[src/hdl/load_cell_stability_detector_macros.svh]
// ----------------------------------------------------------------------------
// Load cell stability detector assertion macros
// Shared check forms for the detector's concurrent assertions.
// ----------------------------------------------------------------------------
`ifndef LOAD_CELL_STABILITY_DETECTOR_MACROS_SVH
`define LOAD_CELL_STABILITY_DETECTOR_MACROS_SVH

// Same-cycle implication, disabled during reset.
`define LCSD_ASSERT_NOW(label, clk, rst, ante, cons, msg) \
  label: assert property (@(posedge clk) disable iff (rst) (ante) |-> (cons)) \
    else $error(msg);

// Next-cycle implication, disabled during reset.
`define LCSD_ASSERT_NEXT(label, clk, rst, ante, cons, msg) \
  label: assert property (@(posedge clk) disable iff (rst) (ante) |=> (cons)) \
    else $error(msg);

`endif

[src/hdl/lcsd_pkg.sv]
// ----------------------------------------------------------------------------
// Load cell stability detector package
// Shared widths, register indexes, reset values and helper functions.
// ----------------------------------------------------------------------------
package lcsd_pkg;

  localparam int SAMPLE_W = 24;
  localparam int THR_W = 23;
  localparam int DIFF_W = SAMPLE_W + 1;
  localparam int CFG_IDX_W = 2;
  localparam int WINDOW_DEFAULT = 5;

  typedef logic signed [SAMPLE_W-1:0] sample_t;
  typedef logic [THR_W-1:0] thr_t;
  typedef logic [DIFF_W-1:0] mag_t;
  typedef logic [CFG_IDX_W-1:0] cfg_idx_t;

  localparam cfg_idx_t REG_DEADBAND = 2'd0;
  localparam cfg_idx_t REG_STABILITY = 2'd1;
  localparam cfg_idx_t REG_CHANGE = 2'd2;

  localparam thr_t DEADBAND_RESET = 23'd10;
  localparam thr_t STABILITY_RESET = 23'd20;
  localparam thr_t CHANGE_RESET = 23'd50;

  function automatic mag_t absdiff(input sample_t a, input sample_t b);
    logic signed [DIFF_W-1:0] d;
    d = {a[SAMPLE_W-1], a} - {b[SAMPLE_W-1], b};
    return mag_t'(d[DIFF_W-1] ? -d : d);
  endfunction

endpackage

[src/hdl/lcsd_cell.sv]
// ----------------------------------------------------------------------------
// Load cell stability detector window cell
// Holds one window reading, shifts in from its neighbor or the input, and checks the step.
// ----------------------------------------------------------------------------
module lcsd_cell (
  input  logic             clk,
  input  logic             shift_en,
  input  lcsd_pkg::sample_t din,
  input  lcsd_pkg::sample_t cmp_in,
  input  lcsd_pkg::thr_t    thr,
  input  logic             ok_in,
  output lcsd_pkg::sample_t q,
  output logic             ok_out
);

  always_ff @(posedge clk) begin
    if (shift_en) begin
      q <= din;
    end
  end

  assign ok_out = ok_in &&
                  (lcsd_pkg::absdiff(q, cmp_in) <= lcsd_pkg::mag_t'(thr));

endmodule

[src/hdl/load_cell_stability_detector.sv]
// ----------------------------------------------------------------------------
// Load cell stability detector
// Deadbands weight readings, keeps a window of recent readings in a row of
// cells, flags a stable weight and decides when it should be reported.
// ----------------------------------------------------------------------------
//   Channel  Handshake              Payload
//   in       in_valid / in_ready    sensor_ready, weight_sample
//   out      out_valid / out_ready  stable, stable_weight, report
//   cfg      cfg_valid / cfg_ready  cfg_index, cfg_data
//
// An item is held in the evaluation stage after its transfer and in_ready
// stays low until it advances, so no new item is taken while one is pending.
// The evaluation stage is freed once the neighbor compare across the cell row
// has been registered into the output register.
// Reset is synchronous; the window contents have no reset and are only read
// once the fill count shows the window full. Configuration is always ready.
module load_cell_stability_detector #(
  parameter int WINDOW = lcsd_pkg::WINDOW_DEFAULT
) (
  input  logic                     clk,
  input  logic                     rst,
  input  logic                     in_valid,
  output logic                     in_ready,
  input  logic                     sensor_ready,
  input  lcsd_pkg::sample_t        weight_sample,
  output logic                     out_valid,
  input  logic                     out_ready,
  output logic                     stable,
  output lcsd_pkg::sample_t        stable_weight,
  output logic                     report,
  input  logic                     cfg_valid,
  output logic                     cfg_ready,
  input  lcsd_pkg::cfg_idx_t       cfg_index,
  input  lcsd_pkg::thr_t           cfg_data
);

  localparam int CNT_W = $clog2(WINDOW + 2);
  localparam logic [CNT_W-1:0] CNT_FULL = CNT_W'(WINDOW);
  localparam logic [CNT_W-1:0] CNT_MAX = CNT_W'(WINDOW + 1);

  lcsd_pkg::thr_t deadband_threshold;
  lcsd_pkg::thr_t step_limit;
  lcsd_pkg::thr_t change_threshold;

  logic [CNT_W-1:0]  count;
  lcsd_pkg::sample_t last_reported;
  logic              pending;
  logic              pending_taken;

  logic              in_xfer;
  logic              shift_en;
  logic              advance;
  lcsd_pkg::sample_t sample_db;
  lcsd_pkg::sample_t win [WINDOW];
  lcsd_pkg::sample_t cell_din [WINDOW];
  lcsd_pkg::sample_t cell_cmp [WINDOW];
  logic              ok_chain [WINDOW+1];

  lcsd_pkg::sample_t w;
  logic              full;
  logic              stable_next;
  logic              report_next;

  assign cfg_ready = 1'b1;
  assign in_ready = !pending;
  assign in_xfer = in_valid && in_ready;
  assign shift_en = in_xfer && sensor_ready;
  assign advance = pending && (!out_valid || out_ready);

  always_ff @(posedge clk) begin
    if (rst) begin
      deadband_threshold <= lcsd_pkg::DEADBAND_RESET;
      step_limit <= lcsd_pkg::STABILITY_RESET;
      change_threshold <= lcsd_pkg::CHANGE_RESET;
    end else if (cfg_valid && cfg_ready) begin
      unique case (cfg_index)
        lcsd_pkg::REG_DEADBAND:  deadband_threshold <= cfg_data;
        lcsd_pkg::REG_STABILITY: step_limit <= cfg_data;
        lcsd_pkg::REG_CHANGE:    change_threshold <= cfg_data;
        default: ;
      endcase
    end
  end

  assign sample_db = (lcsd_pkg::absdiff(weight_sample, '0) <
                      lcsd_pkg::mag_t'(deadband_threshold)) ? '0 : weight_sample;

  assign ok_chain[0] = 1'b1;

  for (genvar i = 0; i < WINDOW; i++) begin : g_cell
    if (i == 0) begin : g_head
      assign cell_din[i] = sample_db;
      assign cell_cmp[i] = win[i];
    end else begin : g_body
      assign cell_din[i] = win[i-1];
      assign cell_cmp[i] = win[i-1];
    end
    lcsd_cell u_cell (
      .clk      (clk),
      .shift_en (shift_en),
      .din      (cell_din[i]),
      .cmp_in   (cell_cmp[i]),
      .thr      (step_limit),
      .ok_in    (ok_chain[i]),
      .q        (win[i]),
      .ok_out   (ok_chain[i+1])
    );
  end

  always_ff @(posedge clk) begin
    if (rst) begin
      count <= '0;
      pending <= 1'b0;
      pending_taken <= 1'b0;
    end else begin
      if (shift_en && (count < CNT_MAX)) begin
        count <= count + CNT_W'(1);
      end
      if (in_xfer) begin
        pending <= 1'b1;
        pending_taken <= sensor_ready;
      end else if (advance) begin
        pending <= 1'b0;
      end
    end
  end

  assign w = win[0];
  assign full = pending_taken && (count >= CNT_FULL);
  assign stable_next = full && ok_chain[WINDOW];
  assign report_next = stable_next && !w[lcsd_pkg::SAMPLE_W-1] &&
                       ((lcsd_pkg::absdiff(w, last_reported) >=
                         lcsd_pkg::mag_t'(change_threshold)) ||
                        (count == CNT_FULL));

  always_ff @(posedge clk) begin
    if (rst) begin
      last_reported <= '0;
      out_valid <= 1'b0;
    end else begin
      if (advance) begin
        out_valid <= 1'b1;
        if (report_next) begin
          last_reported <= w;
        end
      end else if (out_ready) begin
        out_valid <= 1'b0;
      end
    end
  end

  always_ff @(posedge clk) begin
    if (advance) begin
      stable <= stable_next;
      stable_weight <= stable_next ? w : '0;
      report <= report_next;
    end
  end

  `include "load_cell_stability_detector_macros.svh"

  `LCSD_ASSERT_NOW(a_report_needs_stable, clk, rst, out_valid && report, stable, "Report without a stable weight.")
  `LCSD_ASSERT_NOW(a_unstable_zero, clk, rst, out_valid && !stable, stable_weight == '0, "Unstable result carries a nonzero weight.")
  `LCSD_ASSERT_NOW(a_report_nonneg, clk, rst, out_valid && report, !stable_weight[lcsd_pkg::SAMPLE_W-1], "Negative weight reported.")
  `LCSD_ASSERT_NEXT(a_accept_pending, clk, rst, in_valid && in_ready, pending && !in_ready, "Transfer did not enter the evaluation stage.")
  `LCSD_ASSERT_NEXT(a_advance_output, clk, rst, advance, out_valid && !pending, "Evaluated item did not reach the output register.")

endmodule

[config.mk]
export PLATFORM = sky130hd
export DESIGN_NAME = load_cell_stability_detector
export DESIGN_NICKNAME = d
export VERILOG_FILES = /design/src/hdl/lcsd_pkg.sv /design/src/hdl/lcsd_cell.sv /design/src/hdl/load_cell_stability_detector.sv
export VERILOG_INCLUDE_DIRS = /design/src /design/src/hdl
export SDC_FILE = /design/constraint.sdc
export NUM_CORES = 1
export LEC_CHECK = 0
export ABC_AREA = 0
export BUFFER_PORTS_ARGS = -buffer_cell sky130_fd_sc_hd__buf_4
export CAP_MARGIN = 20
export CORE_AREA = 2 2 308 310
export CTS_CLUSTER_SIZE = 40
export DETAILED_ROUTE_END_ITERATION = 10
export DIE_AREA = 0 0 310 312
export HOLD_SLACK_MARGIN = 0.02
export SLEW_MARGIN = 20
export SYNTH_ARGS = -nofsm -noshare
export SYNTH_HDL_FRONTEND = slang
export SYNTH_SLANG_ARGS = --single-unit
[constraint.sdc]
create_clock -name clk -period 12.8 [get_ports clk]
set_input_delay 2.56 -clock clk [delete_from_list [all_inputs] [get_ports clk]]
set_output_delay 2.56 -clock clk [all_outputs]
set_load 0.03 [all_outputs]
==> results.cfg, run 1 <==
[placement]
dp_slack_ns = 5.59
dpl.hpwl_um = 58100
placed_cell_area_mm2 = 0.0250
gp_congestion = 0.904
port_buffers = 82

[cells_and_area]
area_growth_pct = 11.9
layout.nets = 3161
final_util = 0.278
final_common_cell = nand2_1
fin_area_mm2 = 0.0259
diodes = 0
layout_common_cells = 298 x nand2_1, 265 x ha_1, 236 x inv_1
final_layout_size_suffix_gt1_frac = 0.0651

[synthesis]
synthCells = 2818
synth_nets = 3143
netlist_area_mm2 = 0.0231
syn_area_per_cell_um2 = 8.21
yosysSeqAreaShare = 0.275
async_reset_ff_frac = 0
ys_dominant_reg_cell = edfxtp_1
synth_edf_count = 146
synth_cell_types = 95
yosysWarnings = 0
ys_ff_latch = 245

[global_routing]
grt_pass1_vias = 19600
grt_pass1_wl_um = 113000
grt_max_degree = 85
antenna_found_initial = 0
grtUsageTotal = 0.148
overflow = 0

[worst_setup_path]
arrival_ns = 7.89
cp.required_ns = 13.32
worstPathMaxFanout = 24
cp_cell_sequence = inv_1 > ha_1 > inv_1 > fa_1 > a211oi_1 > o21ai_0 > a21oi_1 > xor2_1 > nand2b_1 > nor4_1 > a21oi_1 > xor2_1 > ha_1 > nand4_1 > nor2_1 > o2111ai_1 > a31o_2 > a21oi_1 > o21ai_0 > a31o_2 > nor4b_1 > and4b_1 > buf_4 > mux2i_1
path_class = reg2reg
slowest_stage = nor4_1
cpPeakStageDelay_ns = 0.78
path_common_cell = a21oi_1
end_kind = flip-flop
setup.worst_path.start_class = flip-flop

[cts]
path_clk_slew_ns = 0.06
cts_resized = 0
clock_sinks = 245
clk_latency_ns = 0.61
clk_path_buf_depth = 3
root_buffer = clkbuf_16
cts_buffers = 29
post-cts-setup-buffer-count = 0
cts.htree.levels = 1
cts_hold_buf = 0
cts_tree = yes

[sta]
max_slew_margin = 0.256
period_needed_ns = 7.37
finalCritPeriodShare = 0.576
fmax_mhz = 136
tightest_slew_ns = 1.10
hold_violations = 0
fin_skew_ns = 0.0200
rsz0062_at_grt = no
maxSlewViolCount = 0
fin_tns_setup_ns = 0
fin_ws_ns = 5.43
finalSetupViolCount = 0

[die]
fp.dieH_um = 312
initial_core_util = 0.249
core_mm2 = 0.0930
top_level_ports = 84
die_w_um = 310
die_area_mm2 = 0.0967
rows = 112

[power]
ir_worst_vdd_v = 0.0000901
p_leak_nw = 9.85
p_per_area_mw_per_mm2 = 105

[routing]
drtPass1Iterations = 5
wire_per_inst_um = 17.9
drtAntennaViolNets = 0
routed_wl_um = 73500
drt-initial-drc-count = 1652
drc_errors = 0
avgViaCountPerCell = 5.09
vias = 20900

[worst_hold_path]
min_path_type = reg2reg

[run_status]
status = finished clean

[run]
maxCapViolCount = 0
-- path summary, 6_finish.rpt --
check | from | to | slack, ns | depth (start not counted)
max | g_cell[0].u_cell.q[0] | last_reported[7] | 5.43 | 24
min | last_reported[23] | last_reported[23] | 0.45 | 2
max reg2reg | g_cell[0].u_cell.q[0] | last_reported[7] | 5.43 | 24
min reg2reg | last_reported[23] | last_reported[23] | 0.45 | 2
-- Yosys cell counts (14+ instances only) --
cell | n | area (um^2)
nand4_1 | 48 | 300
and3_1 | 22 | 138
nor2_1 | 176 | 661
o211ai_1 | 31 | 233
a21o_1 | 73 | 548
xnor2_1 | 131 | 1150
nor2b_1 | 23 | 144
and4_1 | 17 | 149
inv_1 | 238 | 893
nand2b_1 | 76 | 475
or3_1 | 26 | 163
mux2i_1 | 29 | 290
and2_1 | 60 | 375
a211o_1 | 19 | 166
a21oi_1 | 230 | 1150
clkbuf_1 | 96 | 360
nor3_1 | 56 | 280
dfxtp_1 | 99 | 1980
a31oi_1 | 30 | 188
xor2_1 | 62 | 543
nand3_1 | 59 | 295
o31ai_1 | 25 | 188
nand2_1 | 298 | 1120
ha_1 | 265 | 3320
edfxtp_1 | 146 | 4380
o2111ai_1 | 14 | 123
o21ai_0 | 137 | 686
a211oi_1 | 36 | 270
o21a_1 | 31 | 233
nor4_1 | 32 | 200
-- cells by family (layout without fill, tap and decap cells) --
family          Yosys count  count (layout)  share of synthesized area
compound gates          777             777                      0.224
buf+inv                 344             384                     0.0583
other cells               1               1                   0.000162
fa+ha+maj               270             270                      0.148
flops                   245             245                      0.275
mux                      31              31                     0.0135
xor+xnor                193             193                     0.0730
simple gates            957             957                      0.209
-- state kept, by name, summed over array words and instances, names as in the netlist --
register	flops
stable_weight	24
step_limit	23
report	1
stable	1
count	3
out_valid	1
deadband_threshold	23
change_threshold	23
g_cell.u_cell.q	120
pending_taken	1
pending	1
last_reported	24
-- where the power goes --
group | switching, W | internal, W
Combinational | 0.000590 | 0.000390
Sequential | 0.0000324 | 0.000873
Clock | 0.000369 | 0.000470
Total | 0.000992 | 0.00173
-- layer usage --
layer / routed length, um / track usage / up-vias
met2: 33700 / 0.244 / 549
met3: 3910 / 0.0168 / 99
met4: 1420 / 0.0272 / 0
met1: 34500 / 0.208 / 9976
li1: - / - / 10300
met5: 0 / 0 / -
-- worst max-delay path, delay by kind of cell (launching register included) --
family | cells | cell delay, ns
and+or+nand+nor | 6 | 2.34
AOI/OAI and AO/OA | 9 | 2.20
adders and majority gates | 3 | 0.92
buffers and inverters | 3 | 0.59
xor gates and xnor gates | 2 | 0.51
DFF | 1 | 0.44
muxes | 1 | 0.24
-- layout make-up --
cell class                 count  area [um^2]
clock buffer                  38          779
tap                         1254         1570
sequential                   245         6370
timing repair buffer          93          698
fill                       10100        67100
inverter                     238          896
clock inverter                15          144
multi-input combinational   2229        15500
-- per-stage QoR --
step,hold WS (ns),std cells,power (W)
5_1_grt,0.466,4112,0.00289
2_1_floorplan,0.429,2818,0.00163
6_report,0.451,4112,0.00272
4_1_cts,0.455,4111,0.00273
3_3_place_gp,0.443,4058,0.00188
3_5_place_dp,0.445,4058,0.00188
Note: power is estimated with default switching activity, not from simulation.
==> inputs of run 2 (changes only) <==
- clock period: 12.8 -> 7 ns (I/O delays scaled with it)
==> results.cfg, run 2 (synthesis gave the netlist of run 1 again) <==
[run_status]
status = finished clean

[sta]
max_slew_margin = 0.363
fin_tns_setup_ns = 0
fin_ws_ns = 0.299
fin_skew_ns = 0.0434
rsz0062_at_grt = no
finalCritPeriodShare = 0.957
tightest_slew_ns = 0.947
finalSetupViolCount = 0
hold_violations = 0
period_needed_ns = 6.70
maxSlewViolCount = 0
fmax_mhz = 149

[worst_setup_path]
setup.worst_path.start_class = flip-flop
path_class = reg2reg
worstPathMaxFanout = 12
reg2reg_from = g_cell[1].u_cell.q[0]
critPathLaunch = g_cell[1].u_cell.q[0]
crit_path_end = last_reported[16]
end_kind = flip-flop
r2r_end = last_reported[16]
ff2ff_path_depth = 26
r2r_slack_ns = 0.30
cp.required_ns = 7.54
arrival_ns = 7.24

[die]
top_level_ports = 84
rows = 112
initial_core_util = 0.249
die_area_mm2 = 0.0967
core_mm2 = 0.0930
fp.dieH_um = 312
die_w_um = 310

[cells_and_area]
fin_cells = 4147
multiInputGateArea_mm2 = 0.0155
final_common_cell = nand2_1
top_regs = g_cell.u_cell.q x120, last_reported x24, stable_weight x24
area_growth_pct = 14.0
fill_cells = 10100
diodes = 0
largest_register_ffs = 120
final_layout_size_suffix_gt1_frac = 0.0823
ff_latch_area_mm2 = 0.00637
layout.nets = 3196
layout_common_cells = 298 x nand2_1, 265 x ha_1, 237 x inv_1
top_register = g_cell.u_cell.q

[global_routing]
grt_pass1_vias = 19800
antenna_found_initial = 0
overflow = 0
grtUsageTotal = 0.147
grt_max_degree = 88
grt_pass1_wl_um = 113000

[cts]
path_clk_slew_ns = 0.07
root_buffer = clkbuf_16
cts_tree = yes
cts_buffers = 28
clk_path_buf_depth = 3
clk_latency_ns = 0.61
cts_hold_buf = 0
cts.htree.levels = 1
clock_sinks = 245

[placement]
dpl.hpwl_um = 58300
gp_congestion = 0.869
dp_slack_ns = 0.0713
placedCellCount = 4093
port_buffers = 82

[power]
p_per_area_mw_per_mm2 = 193
ir_worst_vdd_v = 0.000177
p_leak_nw = 10.1
total_power_w = 0.00511

[run]
maxCapViolCount = 0

[routing]
vias = 21000
drt-initial-drc-count = 1552
drc_errors = 0
drtPass1Iterations = 6
wire_per_inst_um = 17.7
drtAntennaViolNets = 0
avgViaCountPerCell = 5.07
routed_wl_um = 73500

[worst_hold_path]
min_path_type = reg2reg
==> run 2: worst min path at each step <==
stage	from	to	slack, ns	depth (start not counted)
3_3_place_gp	deadband_threshold[14]	deadband_threshold[14]	0.44	2
4_1_cts	change_threshold[8]	change_threshold[8]	0.46	2
2_1_floorplan	last_reported[23]	last_reported[23]	0.43	2
3_5_place_dp	change_threshold[3]	change_threshold[3]	0.45	2
5_1_grt	deadband_threshold[20]	deadband_threshold[20]	0.47	2
6_report	change_threshold[13]	change_threshold[13]	0.46	2
==> run 2: layout make-up <==
cell class | count | area share
Clock buffer | 36 | 0.0304
Sequential cell | 245 | 0.241
Multi-Input combinational cell | 2229 | 0.589
Timing Repair Buffer | 129 | 0.0378
Tap cell | 1254 | 0.0594
Inverter | 238 | 0.0339
Clock inverter | 16 | 0.00825
==> run 2: layer usage <==
layer,up-vias,global-route usage,share of wire
li1,10400,-,-
met1,10000,0.210,0.47
met2,541,0.237,0.45
met3,92,0.0171,0.057
met4,0,0.0311,0.023
met5,-,0,0
==> run 2: where the power goes <==
group	internal [W]	total [W]	leakage [nW]	switching, W
clock network	0.000964	0.00164	0.492	0.000678
logic	0.000729	0.00182	7.43	0.00109
registers	0.00160	0.00165	2.17	0.0000524
total	0.00329	0.00511	10.1	0.00182
==> run 2: metrics by stage <==
stage | hold slack, ns | util | instance area [um^2]
floorplan | 0.429 | - | 23100
global placement | 0.443 | 0.271 | 25200
detailed placement | 0.446 | 0.271 | 25200
CTS | 0.457 | 0.282 | 26300
global route | 0.474 | 0.284 | 26400
finish | 0.457 | 0.284 | 26400
==> run 2: timing repair <==
action | 4_1_cts | 5_1_grt
resized for setup | 1 | 23
gates cloned | 0 | 1
buffers inserted | 0 | 1
setup endpoints to repair | 1 | 50
pin swaps | 0 | 2
==> run 2: worst max-delay path, stage by stage, from the launching register on <==
cell and delay (ns):
edfxtp_1 0.41, inv_1 0.06, ha_1 0.23, fa_1 0.40, nand2b_1 0.22, a211o_1 0.38
a31oi_1 0.20, o21ai_1 0.19, and2_1 0.21, or4_1 0.60, nor4_4 0.22, a21oi_1 0.12
xnor2_1 0.15, ha_1 0.30, nand4_1 0.12, or3_1 0.38, nor4_1 0.22, a21oi_1 0.12
o211ai_1 0.21, nand2_1 0.10, nor4b_1 0.31, nand4b_1 0.19, nor4b_2 0.37, buf_4 0.17
and4b_4 0.33, clkbuf_16 0.23, mux2i_1 0.19
